$ cat config.mk
export PLATFORM = sky130hd
export DESIGN_NAME = utf8_byte_stream_decoder_core
export DESIGN_NICKNAME = d
export VERILOG_FILES = /design/src/sv/u8d_pkg.sv /design/src/sv/u8d_parse.sv /design/src/sv/u8d_out_reg.sv /design/src/sv/utf8_byte_stream_decoder_core.sv
export SDC_FILE = /design/constraint.sdc
export NUM_CORES = 1
export LEC_CHECK = 0
export ABC_CLOCK_PERIOD_IN_PS = 2900
export BUFFER_PORTS_ARGS = -buffer_cell sky130_fd_sc_hd__buf_2
export CAP_MARGIN = 20
export CORE_ASPECT_RATIO = 0.8
export CORE_UTILIZATION = 45
export CTS_CLUSTER_DIAMETER = 150
export DETAILED_ROUTE_END_ITERATION = 8
export PLACE_DENSITY = 0.61
export SETUP_SLACK_MARGIN = 0.15
export SYNTH_ARGS = -nofsm -noshare
export SYNTH_HDL_FRONTEND = slang
export SYNTH_SLANG_ARGS = --single-unit
$ cat constraint.sdc
create_clock -name clk -period 2.9 [get_ports clk]
set_input_delay 0.145 -clock clk [delete_from_list [all_inputs] [get_ports clk]]
set_output_delay 0.145 -clock clk [all_outputs]
set_load 0.005 [all_outputs]
$ cat src/sv/u8d_pkg.sv
`default_nettype none
// ----------------------------------------------------------------------------
// u8d_pkg
// Types and constants shared by the UTF-8 byte stream decoder modules.
// ----------------------------------------------------------------------------
package u8d_pkg;

	localparam int BYTE_W   = 8;
	localparam int CP_W     = 21;
	localparam int STATUS_W = 3;
	localparam int BUF_N    = 4;
	localparam int CNT_W    = 3;

	localparam logic [STATUS_W-1:0] ST_OK        = 3'd0;
	localparam logic [STATUS_W-1:0] ST_END       = 3'd1;
	localparam logic [STATUS_W-1:0] ST_UNEXP_END = 3'd2;
	localparam logic [STATUS_W-1:0] ST_INVALID   = 3'd3;
	localparam logic [STATUS_W-1:0] ST_SURROGATE = 3'd4;

	localparam logic [CP_W-1:0] SURR_LO = 21'h00D800;
	localparam logic [CP_W-1:0] SURR_HI = 21'h00DFFF;

	typedef struct packed {
		logic [BYTE_W-1:0] byte_in;
		logic              end_mark;
	} u8d_in_t;

	typedef struct packed {
		logic [CP_W-1:0]     code_point;
		logic [STATUS_W-1:0] status;
		logic                last_of_run;
	} u8d_out_t;

	typedef logic [BUF_N-1:0][BYTE_W-1:0] u8d_buf_t;

	// one step of the decode unit
	typedef struct packed {
		logic                emit;
		logic [CNT_W-1:0]    used;
		logic [CP_W-1:0]     code_point;
		logic [STATUS_W-1:0] status;
	} u8d_step_t;

endpackage : u8d_pkg
`default_nettype wire

$ cat src/sv/u8d_parse.sv
`default_nettype none
// ----------------------------------------------------------------------------
// u8d_parse
// Decode unit: looks at the head of the byte buffer and tells whether one
// result can be made, its value and status, and how many bytes it uses.
// ----------------------------------------------------------------------------
module u8d_parse
	import u8d_pkg::*;
(
	input  wire u8d_buf_t         buf_bytes,
	input  wire logic [CNT_W-1:0] buf_cnt,
	output u8d_step_t             step
);

	logic [BYTE_W-1:0] b0, b1, b2, b3;
	logic [CP_W-1:0]   cp;

	assign b0 = buf_bytes[0];
	assign b1 = buf_bytes[1];
	assign b2 = buf_bytes[2];
	assign b3 = buf_bytes[3];

	always_comb begin
		step = '0;
		cp   = '0;
		if (buf_cnt == '0) begin
			step.emit = 1'b0;
		end else if (b0[7] == 1'b0) begin
			cp        = {13'b0, b0};
			step.emit = 1'b1;
			step.used = 3'd1;
		end else if (buf_cnt < 3'd2) begin
			step.emit = 1'b0;
		end else if (b0[7:5] == 3'b110) begin
			cp        = {10'b0, b0[4:0], b1[5:0]};
			step.emit = 1'b1;
			step.used = 3'd2;
		end else if (buf_cnt < 3'd3) begin
			step.emit = 1'b0;
		end else if (b0[7:4] == 4'b1110) begin
			cp        = {5'b0, b0[3:0], b1[5:0], b2[5:0]};
			step.emit = 1'b1;
			step.used = 3'd3;
		end else if (buf_cnt < 3'd4) begin
			step.emit = 1'b0;
		end else if (b0[7:3] == 5'b11110 && b0 <= 8'hF4) begin
			cp        = {b0[2:0], b1[5:0], b2[5:0], b3[5:0]};
			step.emit = 1'b1;
			step.used = 3'd4;
		end else begin
			// unknown lead with a full buffer: drop just the lead
			step.emit   = 1'b1;
			step.used   = 3'd1;
			step.status = ST_INVALID;
		end

		if (step.emit && step.status != ST_INVALID) begin
			if (cp >= SURR_LO && cp <= SURR_HI) begin
				step.status = ST_SURROGATE;
			end else begin
				step.status     = ST_OK;
				step.code_point = cp;
			end
		end
	end

endmodule : u8d_parse
`default_nettype wire

$ cat src/sv/u8d_out_reg.sv
`default_nettype none
// ----------------------------------------------------------------------------
// u8d_out_reg
// Result output register; holds a result until the downstream side takes it.
// ----------------------------------------------------------------------------
module u8d_out_reg
	import u8d_pkg::*;
(
	input  wire logic     clk,
	input  wire logic     arst_n,
	input  wire logic     load,
	input  wire u8d_out_t load_data,
	input  wire logic     stall,
	output logic          valid,
	output u8d_out_t      data,
	output logic          free
);

	logic     valid_q;
	u8d_out_t data_q;

	// slot is free when empty or being taken this cycle
	assign free  = !valid_q || !stall;
	assign valid = valid_q;
	assign data  = data_q;

	always_ff @(posedge clk or negedge arst_n) begin
		if (!arst_n) begin
			valid_q <= 1'b0;
		end else if (free) begin
			valid_q <= load;
		end
	end

	always_ff @(posedge clk) begin
		if (free && load) begin
			data_q <= load_data;
		end
	end

endmodule : u8d_out_reg
`default_nettype wire

$ cat src/sv/utf8_byte_stream_decoder_core.sv
`default_nettype none
// ----------------------------------------------------------------------------
// utf8_byte_stream_decoder_core
// UTF-8 byte stream decoder: bytes or end markers in, code points with a
// status out. A small sequencer drives one shared decode unit over a
// four-byte buffer, one result per iteration.
// ----------------------------------------------------------------------------
//
//  channel   | valid      | stall      | payload
//  ----------+------------+------------+---------------------------------
//  byte in   | byte_valid | byte_stall | byte_req (byte_in, end_mark)
//  result    | cp_valid   | cp_stall   | cp_rsp (code_point, status, last)
//
//  A request is taken while idle, then the decode unit runs one step per
//  cycle while the result output is free; a request ends with a step that
//  emits nothing, also for an end marker or a byte that completes nothing.
//  The single decode unit gives one result per cycle while the output is free.
//  The last result of a request is held until the next step shows
//  that nothing follows it. Reset clears the count and all control state.
//  A stalled result output holds the sequencer; byte_stall stays high
//  while a request is being decoded.
//
module utf8_byte_stream_decoder_core
	import u8d_pkg::*;
(
	input  wire logic    clk,
	input  wire logic    arst_n,
	input  wire logic    byte_valid,
	output logic         byte_stall,
	input  wire u8d_in_t byte_req,
	output logic         cp_valid,
	input  wire logic    cp_stall,
	output u8d_out_t     cp_rsp
);

	typedef enum logic {S_IDLE, S_PARSE} state_t;

	state_t           state_q;
	u8d_buf_t         buf_q;
	u8d_buf_t         buf_shift;
	logic [CNT_W-1:0] cnt_q;
	u8d_out_t         hold_q;
	logic             has_hold_q;
	u8d_step_t        step;
	logic             take;
	logic             out_load;
	u8d_out_t         out_data;
	logic             out_free;

	assign byte_stall = (state_q != S_IDLE);
	assign take       = byte_valid && !byte_stall;

	u8d_parse u_parse (
		.buf_bytes (buf_q),
		.buf_cnt   (cnt_q),
		.step      (step)
	);

	// held result goes out when the slot is free; last when nothing follows
	always_comb begin
		out_load             = (state_q == S_PARSE) && has_hold_q && out_free;
		out_data             = hold_q;
		out_data.last_of_run = !step.emit;
	end

	u8d_out_reg u_out (
		.clk       (clk),
		.arst_n    (arst_n),
		.load      (out_load),
		.load_data (out_data),
		.stall     (cp_stall),
		.valid     (cp_valid),
		.data      (cp_rsp),
		.free      (out_free)
	);

	always_comb begin
		logic [CNT_W-1:0] sidx;
		for (int i = 0; i < BUF_N; i++) begin
			sidx         = CNT_W'(i) + step.used;
			buf_shift[i] = (sidx < CNT_W'(BUF_N)) ? buf_q[sidx[1:0]] : buf_q[i];
		end
	end

	always_ff @(posedge clk or negedge arst_n) begin
		if (!arst_n) begin
			state_q    <= S_IDLE;
			cnt_q      <= '0;
			has_hold_q <= 1'b0;
			hold_q     <= '0;
		end else begin
			case (state_q)
				S_IDLE: begin
					if (take) begin
						state_q <= S_PARSE;
						if (byte_req.end_mark) begin
							hold_q.code_point  <= '0;
							hold_q.status      <= (cnt_q != '0) ? ST_UNEXP_END : ST_END;
							hold_q.last_of_run <= 1'b0;
							has_hold_q         <= 1'b1;
							cnt_q              <= '0;
						end else begin
							cnt_q <= cnt_q + 3'd1;
						end
					end
				end
				S_PARSE: begin
					if (step.emit) begin
						if (!has_hold_q || out_free) begin
							hold_q.code_point  <= step.code_point;
							hold_q.status      <= step.status;
							hold_q.last_of_run <= 1'b0;
							has_hold_q         <= 1'b1;
							cnt_q              <= cnt_q - step.used;
						end
					end else if (!has_hold_q) begin
						state_q <= S_IDLE;
					end else if (out_free) begin
						has_hold_q <= 1'b0;
						state_q    <= S_IDLE;
					end
				end
				default: begin
					state_q <= S_IDLE;
				end
			endcase
		end
	end

	// byte buffer, no reset: only the first cnt_q entries are ever used
	always_ff @(posedge clk) begin
		if (take && !byte_req.end_mark) begin
			buf_q[cnt_q[1:0]] <= byte_req.byte_in;
		end else if (state_q == S_PARSE && step.emit && (!has_hold_q || out_free)) begin
			buf_q <= buf_shift;
		end
	end

	a_idle_no_hold : assert property (@(posedge clk) disable iff (!arst_n)
		(state_q == S_IDLE) |-> !has_hold_q)
		else $error("result held while idle");

	a_idle_cnt : assert property (@(posedge clk) disable iff (!arst_n)
		(state_q == S_IDLE) |-> (cnt_q <= 3'd3))
		else $error("four bytes left pending");

	a_take_parse : assert property (@(posedge clk) disable iff (!arst_n)
		take |=> (state_q == S_PARSE))
		else $error("request taken without decode pass");

	a_err_zero_cp : assert property (@(posedge clk) disable iff (!arst_n)
		(cp_valid && cp_rsp.status != ST_OK) |-> (cp_rsp.code_point == '0))
		else $error("error result carries a code point");

endmodule : utf8_byte_stream_decoder_core
`default_nettype wire
## Yosys cells after proc, flatten, opt, wreduce, memory -nomap -nowiden

Index checks and enable logic that the tools add are counted.

- Register bits after elaboration: 87
- Output and inout bits: 27
- Word-level logic and storage cells: 153

- $add $sub $neg: 5
- Magnitude comparators: 16
- Equality and inequality tests: 9
- Multiplexer cells: 76
- Bitwise logic cells: 1
- Reductions and logical operators: 33

Operators with widths:

| cell | count |
|---|---|
| 21-bit 2-to-1 mux | 9 |
| 25-bit 2-to-1 mux | 4 |
| 8-bit 2-to-1 mux | 9 |
| 8-bit binary-select mux with 2-bit select | 4 |
| 32-bit 2-to-1 mux | 2 |
| 3-bit 2-to-1 mux | 17 |
| 25-bit one-hot mux with 2 select lines | 1 |
| 4-bit 2-to-1 mux | 10 |
| 32-bit bitwise mux | 1 |
| 24-bit 2-to-1 mux | 1 |
| 21-bit by 16-bit greater-or-equal comparator with 1-bit output (second input constant) | 1 |
| 21-bit by 16-bit less-or-equal comparator with 1-bit output (second input constant) | 1 |
| 8-bit demux with 2-bit select | 1 |
| 2-bit by 3-bit < comparator with 1-bit output (second input constant) | 5 |
| 3-bit < comparator (second input constant) | 5 |
| 1-bit 2-to-1 mux | 12 |
| 1-bit logical AND | 11 |
| 2-bit nonzero test | 5 |
| 8-bit less-or-equal comparator (second input constant) | 1 |
| 2-bit AND reduction | 4 |
| 2-bit by 3-bit adder with 3-bit output (first input constant) | 2 |
| 1-bit logical NOT | 6 |
| 3-bit by 2-bit < comparator with 1-bit output (second input constant) | 2 |
| 3-bit by 2-bit inequality test with 1-bit output (second input constant) | 2 |
| 18 further kinds | 24 |

## Depth between registers and ports, before layout

Gate-level depths: netlist of run 1.

- Word-level depth: 23
- Depth in mapped cells: 12

## Hierarchy

A second synthesis of run 1 with hierarchy kept.

- Cell total of the unflattened synthesis: 506
- Area, all modules: 5192.5 µm²

Modules (own cells, without submodules):

| module | instances | cells an instance | area an instance (µm²) |
|---|---|---|---|
| utf8_byte_stream_decoder_core | 1 | 333 | 3438.3 |
| u8d_parse | 1 | 144 | 955.9 |
| u8d_out_reg | 1 | 29 | 798.3 |

## Worst setup path before layout of run 1

Ideal clock, no wire load.

- Kind: register -> register
- Start point: register cnt_q[0]
- End point: register buf_q[10] in the netlist's numbering (data pin)
- Library setup time: 254 ps
- Arrival time: 2676 ps
- Setup slack: -30 ps
- Cell stages (with the launch flop): 12
- Cells stage by stage: dfrtp_1 -> inv_1 -> ha_1 -> nor2b_1 -> a221oi_2 -> o21ai_4 -> buf_6 -> buf_2 -> ha_1 -> clkbuf_1 -> mux4_2 -> a21o_1

- Word-level cells in the longest chain between the ends: 14
- Elaborated cells on any way between the ends: 23
- Those cells by class: add/sub (1); order compare (5); mux (15); reduce/logical (2)

RTL lines:

| what | RTL line | RTL |
|---|---|---|
| from (decl) | utf8_byte_stream_decoder_core.sv:41 | `logic [CNT_W-1:0] cnt_q;` |
| from (signal assigned) | utf8_byte_stream_decoder_core.sv:103 | `cnt_q <= cnt_q + 3'd1;` |
| from (signal assigned) | utf8_byte_stream_decoder_core.sv:114 | `cnt_q <= cnt_q - step.used;` |
| 3-bit < comparator | u8d_parse.sv:44 | `end else if (buf_cnt < 3'd4) begin` |
| 3-bit 2-to-1 mux | u8d_parse.sv:44 |  |
| 4-bit 2-to-1 mux | u8d_parse.sv:40 | `end else if (b0[7:4] == 4'b1110) begin` |
| 3-bit 2-to-1 mux | u8d_parse.sv:38 | `end else if (buf_cnt < 3'd3) begin` |
| 4-bit 2-to-1 mux | u8d_parse.sv:34 | `end else if (b0[7:5] == 3'b110) begin` |
| 3-bit 2-to-1 mux | u8d_parse.sv:32 | `end else if (buf_cnt < 3'd2) begin` |
| 4-bit 2-to-1 mux | u8d_parse.sv:28 | `end else if (b0[7] == 1'b0) begin` |
| 3-bit 2-to-1 mux | u8d_parse.sv:26 | `if (buf_cnt == '0) begin` |
| 1-bit by 3-bit adder with 3-bit output | utf8_byte_stream_decoder_core.sv:80 | `sidx = CNT_W'(i) + step.used;` |
| 8-bit binary-select mux with 2-bit select | utf8_byte_stream_decoder_core.sv:81 | `buf_shift[i] = (sidx < CNT_W'(BUF_N)) ? buf_q[sidx[1:0]] : buf_q[i];` |
| 8-bit 2-to-1 mux (implied by the code) | utf8_byte_stream_decoder_core.sv:81 |  |
| 8-bit 2-to-1 mux | utf8_byte_stream_decoder_core.sv:81 |  |
| 32-bit 2-to-1 mux | utf8_byte_stream_decoder_core.sv:134 | `end else if (state_q == S_PARSE && step.emit && (!has_hold_q \|\| out_free)) begin` |
| 32-bit 2-to-1 mux * | utf8_byte_stream_decoder_core.sv:132 | `if (take && !byte_req.end_mark) begin` |
| to (signal, indexed assignment) | utf8_byte_stream_decoder_core.sv:133 | `buf_q[cnt_q[1:0]] <= byte_req.byte_in;` |
| to (signal assigned) | utf8_byte_stream_decoder_core.sv:135 | `buf_q <= buf_shift;` |
| to (decl) | utf8_byte_stream_decoder_core.sv:39 | `u8d_buf_t buf_q;` |

Mark *: on every way between the ends. The rest lies on a longest branch, timed or not. The select of a mux whose other input is x is not followed.
A chain may end at the register's enable or synchronous reset.

## Worst setup path in the final report of run 1

- Start point: register buf_q[4] in the netlist's numbering
- End point: register buf_q[15] in the netlist's numbering (data pin)

- Word-level cells in the longest chain between the ends: 23
- Elaborated cells on any way between the ends: 25
- Those cells by class: add/sub (1); order compare (1); eq/ne (2); mux (20); reduce/logical (1)

RTL lines:

| what | RTL line | RTL |
|---|---|---|
| 8-bit less-or-equal comparator or 5-bit == test (tied branches) | u8d_parse.sv:46 | `end else if (b0[7:3] == 5'b11110 && b0 <= 8'hF4) begin` |
| 1-bit logical AND | u8d_parse.sv:46 |  |
| 3-bit 2-to-1 mux | u8d_parse.sv:46 |  |
| 4-bit 2-to-1 mux | u8d_parse.sv:44 |  |
| 4-bit 2-to-1 mux | u8d_parse.sv:40 |  |
| 4-bit 2-to-1 mux | u8d_parse.sv:38 |  |
| 4-bit 2-to-1 mux | u8d_parse.sv:34 |  |
| 4-bit 2-to-1 mux | u8d_parse.sv:32 |  |
| [7 not listed] | n/a |  |
| 4-bit 2-to-1 mux * | u8d_parse.sv:28 |  |
| 3-bit 2-to-1 mux * | u8d_parse.sv:26 |  |
| 1-bit by 3-bit adder with 3-bit output * | utf8_byte_stream_decoder_core.sv:80 |  |
| 8-bit binary-select mux with 2-bit select * | utf8_byte_stream_decoder_core.sv:81 |  |
| 8-bit 2-to-1 mux (implied by the code) * | utf8_byte_stream_decoder_core.sv:81 |  |
| 8-bit 2-to-1 mux * | utf8_byte_stream_decoder_core.sv:81 |  |
| 32-bit 2-to-1 mux * | utf8_byte_stream_decoder_core.sv:134 |  |
| 32-bit 2-to-1 mux * | utf8_byte_stream_decoder_core.sv:132 |  |

Marks and branches as above.

==> impl_metrics.py, run 1 <==
metrics = {
    "timing": {
        "timing.final.hold_violations": 0,
        "period_share": 0.890,
        "clock_skew_ns": 0.00907,
        "max_slew_margin": 0.535,
        "rsz0062_at_grt": "no",
        "setup_viol": 0,
        "fin_crit_ns": 2.58,
        "fin_tns_setup_ns": 0,
        "worst_pin_slew_ns": 0.697,
        "hold_slack_ns": 0.0323,
        "max_freq_mhz": 387,
        "maxSlewViolCount": 0,
        "fin_ws_ns": 0.319,
    },
    "grt": {
        "antenna_found_initial": 0,
        "grt-ovfl-total": 0,
        "grt_use_total": 0.253,
        "grt_max_degree": 39,
        "grt_pass1_wl_um": 22800,
        "grt_pass1_vias": 4135,
    },
    "power": {
        "p_per_area_nw_per_um2": 1100,
        "power_mw": 6.50,
        "p_leak_nw": 2.32,
        "clkPwrFrac": 0.180,
        "swShare": 0.403,
        "p_switching_mw": 2.61,
        "ir_worst_vdd_v": 0.000582,
        "internal-power_mw": 3.88,
        "sequentialPowerShare": 0.344,
        "combPwrFrac": 0.477,
    },
    "floorplan": {
        "ios": 40,
        "die_w_um": 121,
        "start_util": 0.466,
        "coreArea_um2": 11000,
        "die-area_um2": 11800,
        "rows": 34,
        "die_y_um": 97.3,
    },
    "route": {
        "dr.pass1.iters": 7,
        "via_per_inst": 6.46,
        "ant_nets": 0,
        "first_iter_violations": 538,
        "wl_per_cell_um": 21.3,
        "routed_wl_um": 14400,
        "drc": 0,
        "vias": 4366,
    },
    "status": {
        "status": "complete, no violations",
    },
    "worst_setup_path": {
        "crit_chain": "and4b_1 > a21oi_1 > or2_1 > ha_2 > and2_1 > a221oi_1",
        "rr_endpoint": "buf_q[15]",
        "crit_path_start_kind": "register",
        "critPathMaxFanout": 8,
        "end_kind": "register",
        "slowest_stage": "edfxtp_1",
        "crit_required_ns": 2.96,
        "r2r_cells": 6,
        "max_stage_delay_ns": 0.49,
        "arrival_ns": 2.64,
        "crit_start": "buf_q[4]",
        "r2r_slack_ns": 0.32,
        "r2r_start": "buf_q[4]",
        "critPathKind": "reg2reg",
    },
    "clocking": {
        "clk_pin_slew_ns": 0.07,
        "cts_tree": "done",
        "numCtsBuffers": 9,
        "clock-sinks": 87,
        "worstSkewPairLatency_ns": 0.34,
        "htreeDepth": 3,
        "root_buffer": "clkbuf_16",
        "clockBufferDepth": 2,
    },
    "placed_design": {
        "port_buffers": 39,
        "gp_congestion": 0.894,
        "placed_area_um2": 5540,
        "dpl_worst_slack_ns": 0.165,
        "dpl.hpwl_um": 10100,
        "placed_cells": 655,
    },
    "logic_synthesis": {
        "synth_seq_cells": 87,
        "ys.flop_type": "edfxtp_1",
        "synth_area_um2": 5110,
        "syn_inst": 485,
        "synth_edf_count": 57,
        "ys_types": 60,
        "ys_warn_count": 0,
        "syn_area_per_cell_um2": 10.5,
        "synth.net_count": 506,
        "async_flop_share": 0.345,
        "seq_area_frac_synth": 0.482,
    },
    "cells_and_area": {
        "stdcell_area_um2": 5890,
        "post-route-util": 0.537,
        "multi_input_area_um2": 2370,
        "fin_cells": 676,
        "final_net_count": 548,
        "num_antenna_cells": 0,
        "seqCellArea_um2": 2460,
        "n_fill_cell": 1008,
        "layout-drive-gt1-share": 0.231,
        "syn2layout_area_growth_pct": 15.2,
    },
    "min_path": {
        "hold_start": "cp_stall",
        "hold_depth": 3,
        "min_path_type": "in2reg",
        "whs_endpoint": "u_out.valid",
    },
    "run": {
        "max-cap-violations": 0,
    },
}
## worst max-delay path by stage
stage,endpoint,slack [ns],depth (start not counted)
3_5_place_dp,buf_q[15],0.17,6
4_1_cts,buf_q[15],0.19,6
3_3_place_gp,cnt_q[2],0.32,9
5_1_grt,cnt_q[2],0.14,9
6_report,buf_q[15],0.32,6
2_1_floorplan,buf_q[13],0.15,12
## critical path: cells and delay by family, from the launching register on
| family | cells | cell delay [ns] |
|---|---|---|
| DFF | 1 | 0.49 |
| AOI/OAI and AO/OA | 2 | 0.27 |
| and+or+nand+nor | 3 | 1.09 |
| adders and majority gates | 1 | 0.45 |
## synthesized netlist by cell type, types with 2 or more instances
master / instances / area (um^2)
buf_2: 19 / 95.1
dfrtp_1: 30 / 751
o21ai_0: 15 / 75.1
inv_2: 2 / 7.51
a221o_1: 2 / 20.0
ha_1: 7 / 87.6
buf_4: 4 / 30.0
and2_1: 4 / 25.0
xnor2_1: 3 / 26.3
a21oi_1: 37 / 185
mux4_1: 2 / 52.6
mux4_2: 5 / 113
mux2_2: 3 / 33.8
clkbuf_1: 20 / 75.1
o31ai_1: 20 / 150
nor2_1: 10 / 37.5
or2_2: 6 / 37.5
a222oi_1: 11 / 110
edfxtp_1: 57 / 1710
a221oi_1: 5 / 43.8
and3_1: 7 / 43.8
o211ai_1: 5 / 37.5
o22ai_1: 3 / 18.8
buf_6: 3 / 33.8
buf_1: 3 / 11.3
a22o_1: 4 / 35.0
nor3_1: 7 / 35.0
nand2_1: 52 / 195
inv_1: 14 / 52.6
a2bb2oi_1: 7 / 61.3
a2111oi_0: 10 / 87.6
nand3b_1: 2 / 15.0
and4b_1: 2 / 20.0
o21ai_1: 2 / 10.0
nand4_1: 4 / 25.0
a32o_1: 5 / 50.1
a21o_1: 6 / 45.0
a211oi_1: 33 / 248
nand2b_1: 5 / 31.3
nand3_1: 18 / 90.1
nor2b_1: 5 / 31.3
mux2i_1: 8 / 80.1
## final cells by class
type | instances | share of cell area
Sequential cell | 87 | 0.418
Multi-Input combinational cell | 333 | 0.403
Timing Repair Buffer | 80 | 0.0881
Clock buffer | 9 | 0.0382
Tap cell | 144 | 0.0306
Clock inverter | 7 | 0.0123
Inverter | 16 | 0.0102
## cell families after synthesis
logic type	share of synthesized area
mux	0.0546
simple gates	0.122
flops	0.482
buf+inv	0.0597
compound gates	0.256
xor+xnor	0.00514
fa+ha+maj	0.0210
## per-layer routing
| metal | track usage | share of wire |
|---|---|---|
| met5 | 0 | 0 |
| met4 | 0.0988 | 0.023 |
| met3 | 0.0505 | 0.096 |
| met2 | 0.382 | 0.45 |
| met1 | 0.357 | 0.43 |
## registers in the layout, indices dropped and copies added, names as in the netlist
register	flops
buf_q	32
u_out.data	25
hold_q	24
cnt_q	3
byte_stall	1
has_hold_q	1
u_out.valid	1
## repair_timing
action	4_1_cts	5_1_grt
endpoints found under the hold margin	30	0
setup buffers	0	4
gates resized for setup	0	4
hold buffers	1	0
setup endpoints to repair	0	42
## power groups by stage
| stage | combinational (mW) | clock, mW | sequential (mW) |
|---|---|---|---|
| after floorplan | 2.14 | 0 | 2.15 |
| after global placement | 2.92 | 0 | 2.26 |
| after detailed placement | 2.99 | 0 | 2.26 |
| after CTS | 3.01 | 1.19 | 2.24 |
| after global routing | 3.36 | 1.24 | 2.28 |
| final | 3.10 | 1.17 | 2.23 |
## cells in the final DEF (no fill, tap or decap), types with 3 or more instances in the layout
cell type	instances
edfxtp_1	57
nand2_1	52
buf_2	39
buf_4	37
a21oi_1	36
a211oi_1	33
dfrtp_1	30
o31ai_1	20
nand3_1	18
o21ai_0	15
inv_1	12
a222oi_1	11
nor2_1	10
a2111oi_0	10
clkbuf_16	9
mux2i_1	8
and3_1	7
nor3_1	7
a2bb2oi_1	7
a21o_1	6
or2_2	6
ha_1	6
mux4_2	5
a221oi_1	5
o211ai_1	5
a32o_1	5
inv_2	4
nand2b_1	4
and2_1	4
a22o_1	4
nand4_1	4
nor2b_1	3
o22ai_1	3
xnor2_1	3
mux2_2	3
Power figures use the tool's default switching activity.
==> inputs of run 2 (changes only) <==
Settings changed: RECOVER_POWER set to 25.
==> run 2 against run 1 <==
  * The flow now finishes with violations (capacitance limit, slew limit)
  * Register-to-register slack is essentially flat
  * Flip-flop and latch count unchanged
  * Via count grew 0.48%
  * Design area is essentially flat
  * First-iteration DRC count unchanged
  * Fmax is essentially flat
  * Non-clock buffer count unchanged
  * Combinational power hardly changed
  * Largest power group unchanged
==> impl_metrics.py, run 2 (same netlist as run 1, synthesis figures left out) <==
metrics = {
    "power": {
        "p_per_area_nw_per_um2": 1100,
        "p_leak_nw": 2.31,
        "ir_worst_vdd_v": 0.000582,
        "power_mw": 6.49,
    },
    "cells_and_area": {
        "final_net_count": 548,
        "layout-drive-gt1-share": 0.227,
        "final_common_cell": "edfxtp_1",
        "num_antenna_cells": 0,
        "fin_cells": 676,
        "syn2layout_area_growth_pct": 15.1,
        "most-common-layout-cells": "57 x edfxtp_1, 52 x nand2_1, 37 x buf_2, 37 x buf_4, 36 x a21oi_1",
        "top_register": "buf_q",
        "largest_register_ffs": 32,
    },
    "worst_setup_path": {
        "crit_required_ns": 2.96,
        "rr_endpoint": "buf_q[15]",
        "crit_start": "buf_q[4]",
        "r2r_cells": 6,
        "crit_path_start_kind": "register",
        "critPathMaxFanout": 8,
        "arrival_ns": 2.64,
        "r2r_start": "buf_q[4]",
        "r2r_slack_ns": 0.32,
        "end_kind": "register",
        "critPathKind": "reg2reg",
        "worstSetupEndpoint": "buf_q[15]",
    },
    "route": {
        "dr.pass1.iters": 6,
        "wl_per_cell_um": 21.3,
        "routed_wl_um": 14400,
        "first_iter_violations": 538,
        "ant_nets": 0,
        "vias": 4387,
        "drc": 0,
        "via_per_inst": 6.49,
    },
    "timing": {
        "rsz0062_at_grt": "no",
        "period_share": 0.890,
        "clock_skew_ns": 0.00919,
        "hold_slack_ns": 0.0327,
        "fin_crit_ns": 2.58,
        "worst_pin_slew_ns": 1.68,
        "maxSlewViolCount": 31,
        "timing.final.hold_violations": 0,
        "fin_tns_setup_ns": 0,
        "max_freq_mhz": 387,
        "max_slew_margin": -0.120,
        "fin_ws_ns": 0.319,
        "setup_viol": 0,
    },
    "grt": {
        "grt_use_total": 0.253,
        "grt-ovfl-total": 0,
        "grt_pass1_wl_um": 22800,
        "grt_pass1_vias": 4135,
        "grt_max_degree": 39,
        "antenna_found_initial": 0,
    },
    "clocking": {
        "htreeDepth": 3,
        "root_buffer": "clkbuf_16",
        "worstSkewPairLatency_ns": 0.34,
        "cts_tree": "done",
        "clockBufferDepth": 2,
        "numCtsBuffers": 9,
        "clk_pin_slew_ns": 0.07,
        "clock-sinks": 87,
    },
    "floorplan": {
        "coreArea_um2": 11000,
        "start_util": 0.466,
        "die_y_um": 97.3,
        "ios": 40,
        "die_w_um": 121,
        "rows": 34,
        "die-area_um2": 11800,
    },
    "min_path": {
        "min_path_type": "in2reg",
        "hold_depth": 3,
    },
    "placed_design": {
        "dpl_worst_slack_ns": 0.165,
        "port_buffers": 39,
        "dpl.hpwl_um": 10100,
        "placed_cells": 655,
        "gp_congestion": 0.894,
    },
    "run": {
        "max-cap-violations": 1,
    },
    "status": {
        "failed_checks": "capacitance limit, slew limit",
        "status": "finished, violations left",
    },
}
run 2: cell types whose count changed in the layout (fill, tap and decap cells not counted):
cell / delta
clkbuf_1: +2
buf_2: -2
run 2: stage by stage:
stage	utilization	instance area, um^2
detailed placement	0.505	5540
floorplan	-	5130
finish	0.536	5890
CTS	0.533	5850
global route	0.536	5890
global placement	0.505	5540
run 2: worst max-delay path: stages, from the launching register on:
cell      delay (ns)
edfxtp_1        0.49
and4b_1         0.43
a21oi_1         0.10
or2_1           0.25
ha_2            0.45
and2_1          0.41
a221oi_1        0.17
run 2: layer usage:
layer,wire [um],vias to the layer above,part of all wire,GRT usage
li1,-,1992,-,-
met2,6480,247,0.45,0.382
met3,1340,30,0.093,0.0505
met5,0,-,0,0
met1,6270,2118,0.44,0.357
met4,307,0,0.021,0.0988
run 2: area by class of cell:
class,count,area [um^2]
Fill cell,1010,5090
Sequential cell,87,2460
Multi-Input combinational cell,333,2370
Timing Repair Buffer,80,517
Clock buffer,9,225
Tap cell,144,180
Clock inverter,7,72.6
Inverter,16,60.1
run 2: worst min-delay path by stage:
| stage | from | endpoint | slack [ns] |
|---|---|---|---|
| after floorplan | arst_n | byte_stall | -0.15 |
| after global placement | arst_n | cnt_q[1] | 0.21 |
| after detailed placement | arst_n | byte_stall | 0.23 |
| after CTS | cp_stall | u_out.valid | 0.03 |
| after global routing | cp_stall | u_out.valid | 0.06 |
| final | cp_stall | u_out.valid | 0.03 |
run 2: power by group:
part,leakage (nW),switching [mW],total (mW),internal [mW]
logic,1.23,1.81,3.09,1.29
clock network,0.143,0.496,1.17,0.669
registers,0.939,0.313,2.24,1.92
run 2: timing repair:
action | CTS | global route
hold buffers | 1 | 0
resized for setup | 0 | 4
setup buffers | 0 | 4
setup endpoints to repair | 0 | 42
hold endpoints to repair | 30 | 0
==> inputs of run 3 (changes only) <==
Settings changed: RECOVER_POWER 25 to 50.
==> run 3 against run 2 <==
  * Combinational power barely moved
  * Clock skew hardly changed
  * Flip-flop and latch count stayed put
  * Highest routed layer unchanged
  * The run still ends with capacitance limit, slew limit left
  * Sequential power barely moved
==> impl_metrics.py, run 3 (same netlist as run 1, synthesis figures left out) <==
metrics = {
    "timing": {
        "rsz0062_at_grt": "no",
        "maxSlewViolCount": 31,
        "max_freq_mhz": 385,
        "clock_skew_ns": 0.00930,
        "fin_crit_ns": 2.60,
        "worst_pin_slew_ns": 1.68,
        "period_share": 0.897,
        "fin_tns_setup_ns": 0,
        "setup_viol": 0,
        "max_slew_margin": -0.122,
        "timing.final.hold_violations": 0,
        "fin_ws_ns": 0.300,
    },
    "min_path": {
        "min_path_type": "in2reg",
        "hold_depth": 3,
        "hold_start": "cp_stall",
        "whs_endpoint": "u_out.valid",
    },
    "worst_setup_path": {
        "rr_endpoint": "buf_q[15]",
        "end_kind": "register",
        "arrival_ns": 2.66,
        "r2r_slack_ns": 0.30,
        "critPathKind": "reg2reg",
        "slowest_stage": "edfxtp_1",
        "crit_chain": "and4b_1 > a21oi_1 > or2_1 > ha_2 > and2_1 > a221oi_1",
        "r2r_cells": 6,
        "crit_required_ns": 2.96,
        "r2r_start": "buf_q[4]",
        "path_delay_family": "simple AND/OR/NAND/NOR gates",
        "path_depth": 6,
        "max_stage_delay_ns": 0.49,
        "worst-path-buf-inv": 0,
        "crit_path_start_kind": "register",
        "critPathMaxFanout": 8,
    },
    "cells_and_area": {
        "layout-drive-gt1-share": 0.214,
        "num_antenna_cells": 0,
        "final_net_count": 548,
        "stdcell_area_um2": 5870,
        "largest_register_ffs": 32,
        "final_common_cell": "edfxtp_1",
        "syn2layout_area_growth_pct": 14.9,
        "top_register": "buf_q",
        "post-route-util": 0.535,
        "most-common-layout-cells": "57 x edfxtp_1, 52 x nand2_1, 37 x a21oi_1, 36 x buf_4, 33 x a211oi_1",
    },
    "route": {
        "maxUsedRoutingLayer": "met4",
        "wl_per_cell_um": 21.2,
        "routed_wl_um": 14300,
        "drc": 0,
        "dr.pass1.iters": 8,
        "first_iter_violations": 501,
        "dr_wl_met3_um": 1500,
        "vias": 4352,
        "via_per_inst": 6.44,
        "met1Wirelength_um": 6140,
        "dr_wl_met2_um": 6410,
        "ant_nets": 0,
    },
    "clocking": {
        "cts_tree": "done",
        "clk_pin_slew_ns": 0.07,
        "htreeDepth": 3,
        "clockBufferDepth": 2,
        "root_buffer": "clkbuf_16",
        "numCtsBuffers": 9,
        "worstSkewPairLatency_ns": 0.34,
        "clock-sinks": 87,
    },
    "status": {
        "failed_checks": "capacitance limit, slew limit",
        "status": "finished, violations left",
    },
    "floorplan": {
        "die-area_um2": 11800,
        "rows": 34,
        "start_util": 0.466,
        "coreArea_um2": 11000,
        "die_w_um": 121,
        "die_y_um": 97.3,
        "ios": 40,
    },
    "grt": {
        "antenna_found_initial": 0,
        "grt_max_degree": 39,
        "grt_use_total": 0.253,
        "grt-ovfl-total": 0,
        "grt_pass1_wl_um": 22800,
        "grt_pass1_vias": 4135,
    },
    "run": {
        "max-cap-violations": 1,
    },
    "placed_design": {
        "placed_area_um2": 5540,
        "port_buffers": 39,
        "dpl_worst_slack_ns": 0.165,
        "dpl.hpwl_um": 10100,
        "gp_congestion": 0.894,
    },
    "power": {
        "p_per_area_nw_per_um2": 1100,
        "ir_worst_vdd_v": 0.000581,
        "p_leak_nw": 2.29,
        "power_mw": 6.48,
    },
}
-- run 3: cell count changes in the layout (fill, tap and decap cells not counted) --
cell,previous run,this run
clkbuf_1,2,8
buf_2,37,32
a21oi_2,1,0
a21oi_1,36,37
buf_4,37,36
-- run 3: stage by stage --
step	hold slack, ns	instances
2_1_floorplan	-0.151	485
3_3_place_gp	0.213	655
3_5_place_dp	0.232	655
4_1_cts	0.0271	672
5_1_grt	0.0453	676
6_report	0.0221	676
-- run 3: worst max path at each step --
stage	from	to	slack, ns
floorplan	cnt_q[0]	buf_q[13]	0.15
global placement	buf_q[7]	cnt_q[2]	0.32
detailed placement	buf_q[7]	buf_q[15]	0.17
CTS	buf_q[7]	buf_q[15]	0.19
global route	buf_q[5]	cnt_q[2]	0.14
finish	buf_q[4]	buf_q[15]	0.30
-- run 3: worst register-to-register path: stages (launching register included) --
cell	delay, ns
edfxtp_1	0.49
and4b_1	0.43
a21oi_1	0.10
or2_1	0.25
ha_2	0.45
and2_1	0.42
a221oi_1	0.17
-- run 3: area by class of cell --
type | instances | area, um^2
Fill cell | 1014 | 5100
Sequential cell | 87 | 2460
Multi-Input combinational cell | 333 | 2370
Timing Repair Buffer | 80 | 507
Clock buffer | 9 | 225
Tap cell | 144 | 180
Clock inverter | 7 | 72.6
Inverter | 16 | 60.1
-- run 3: timing repair --
item,in CTS,in global routing
setup buffers,0,4
setup endpoints to repair,0,42
hold buffers,1,0
hold endpoints to repair,30,0
resized for setup,0,4
-- run 3: where the power goes --
part | leakage (nW) | internal [mW] | total [mW] | switching, mW
registers | 0.939 | 1.93 | 2.24 | 0.311
logic | 1.21 | 1.27 | 3.08 | 1.80
clock network | 0.143 | 0.669 | 1.17 | 0.497
total | 2.29 | 3.87 | 6.48 | 2.61
-- run 3: layer usage --
metal | vias up | track usage
li1 | 1986 | -
met1 | 2084 | 0.357
met2 | 254 | 0.382
met3 | 28 | 0.0505
met4 | 0 | 0.0988
met5 | - | 0
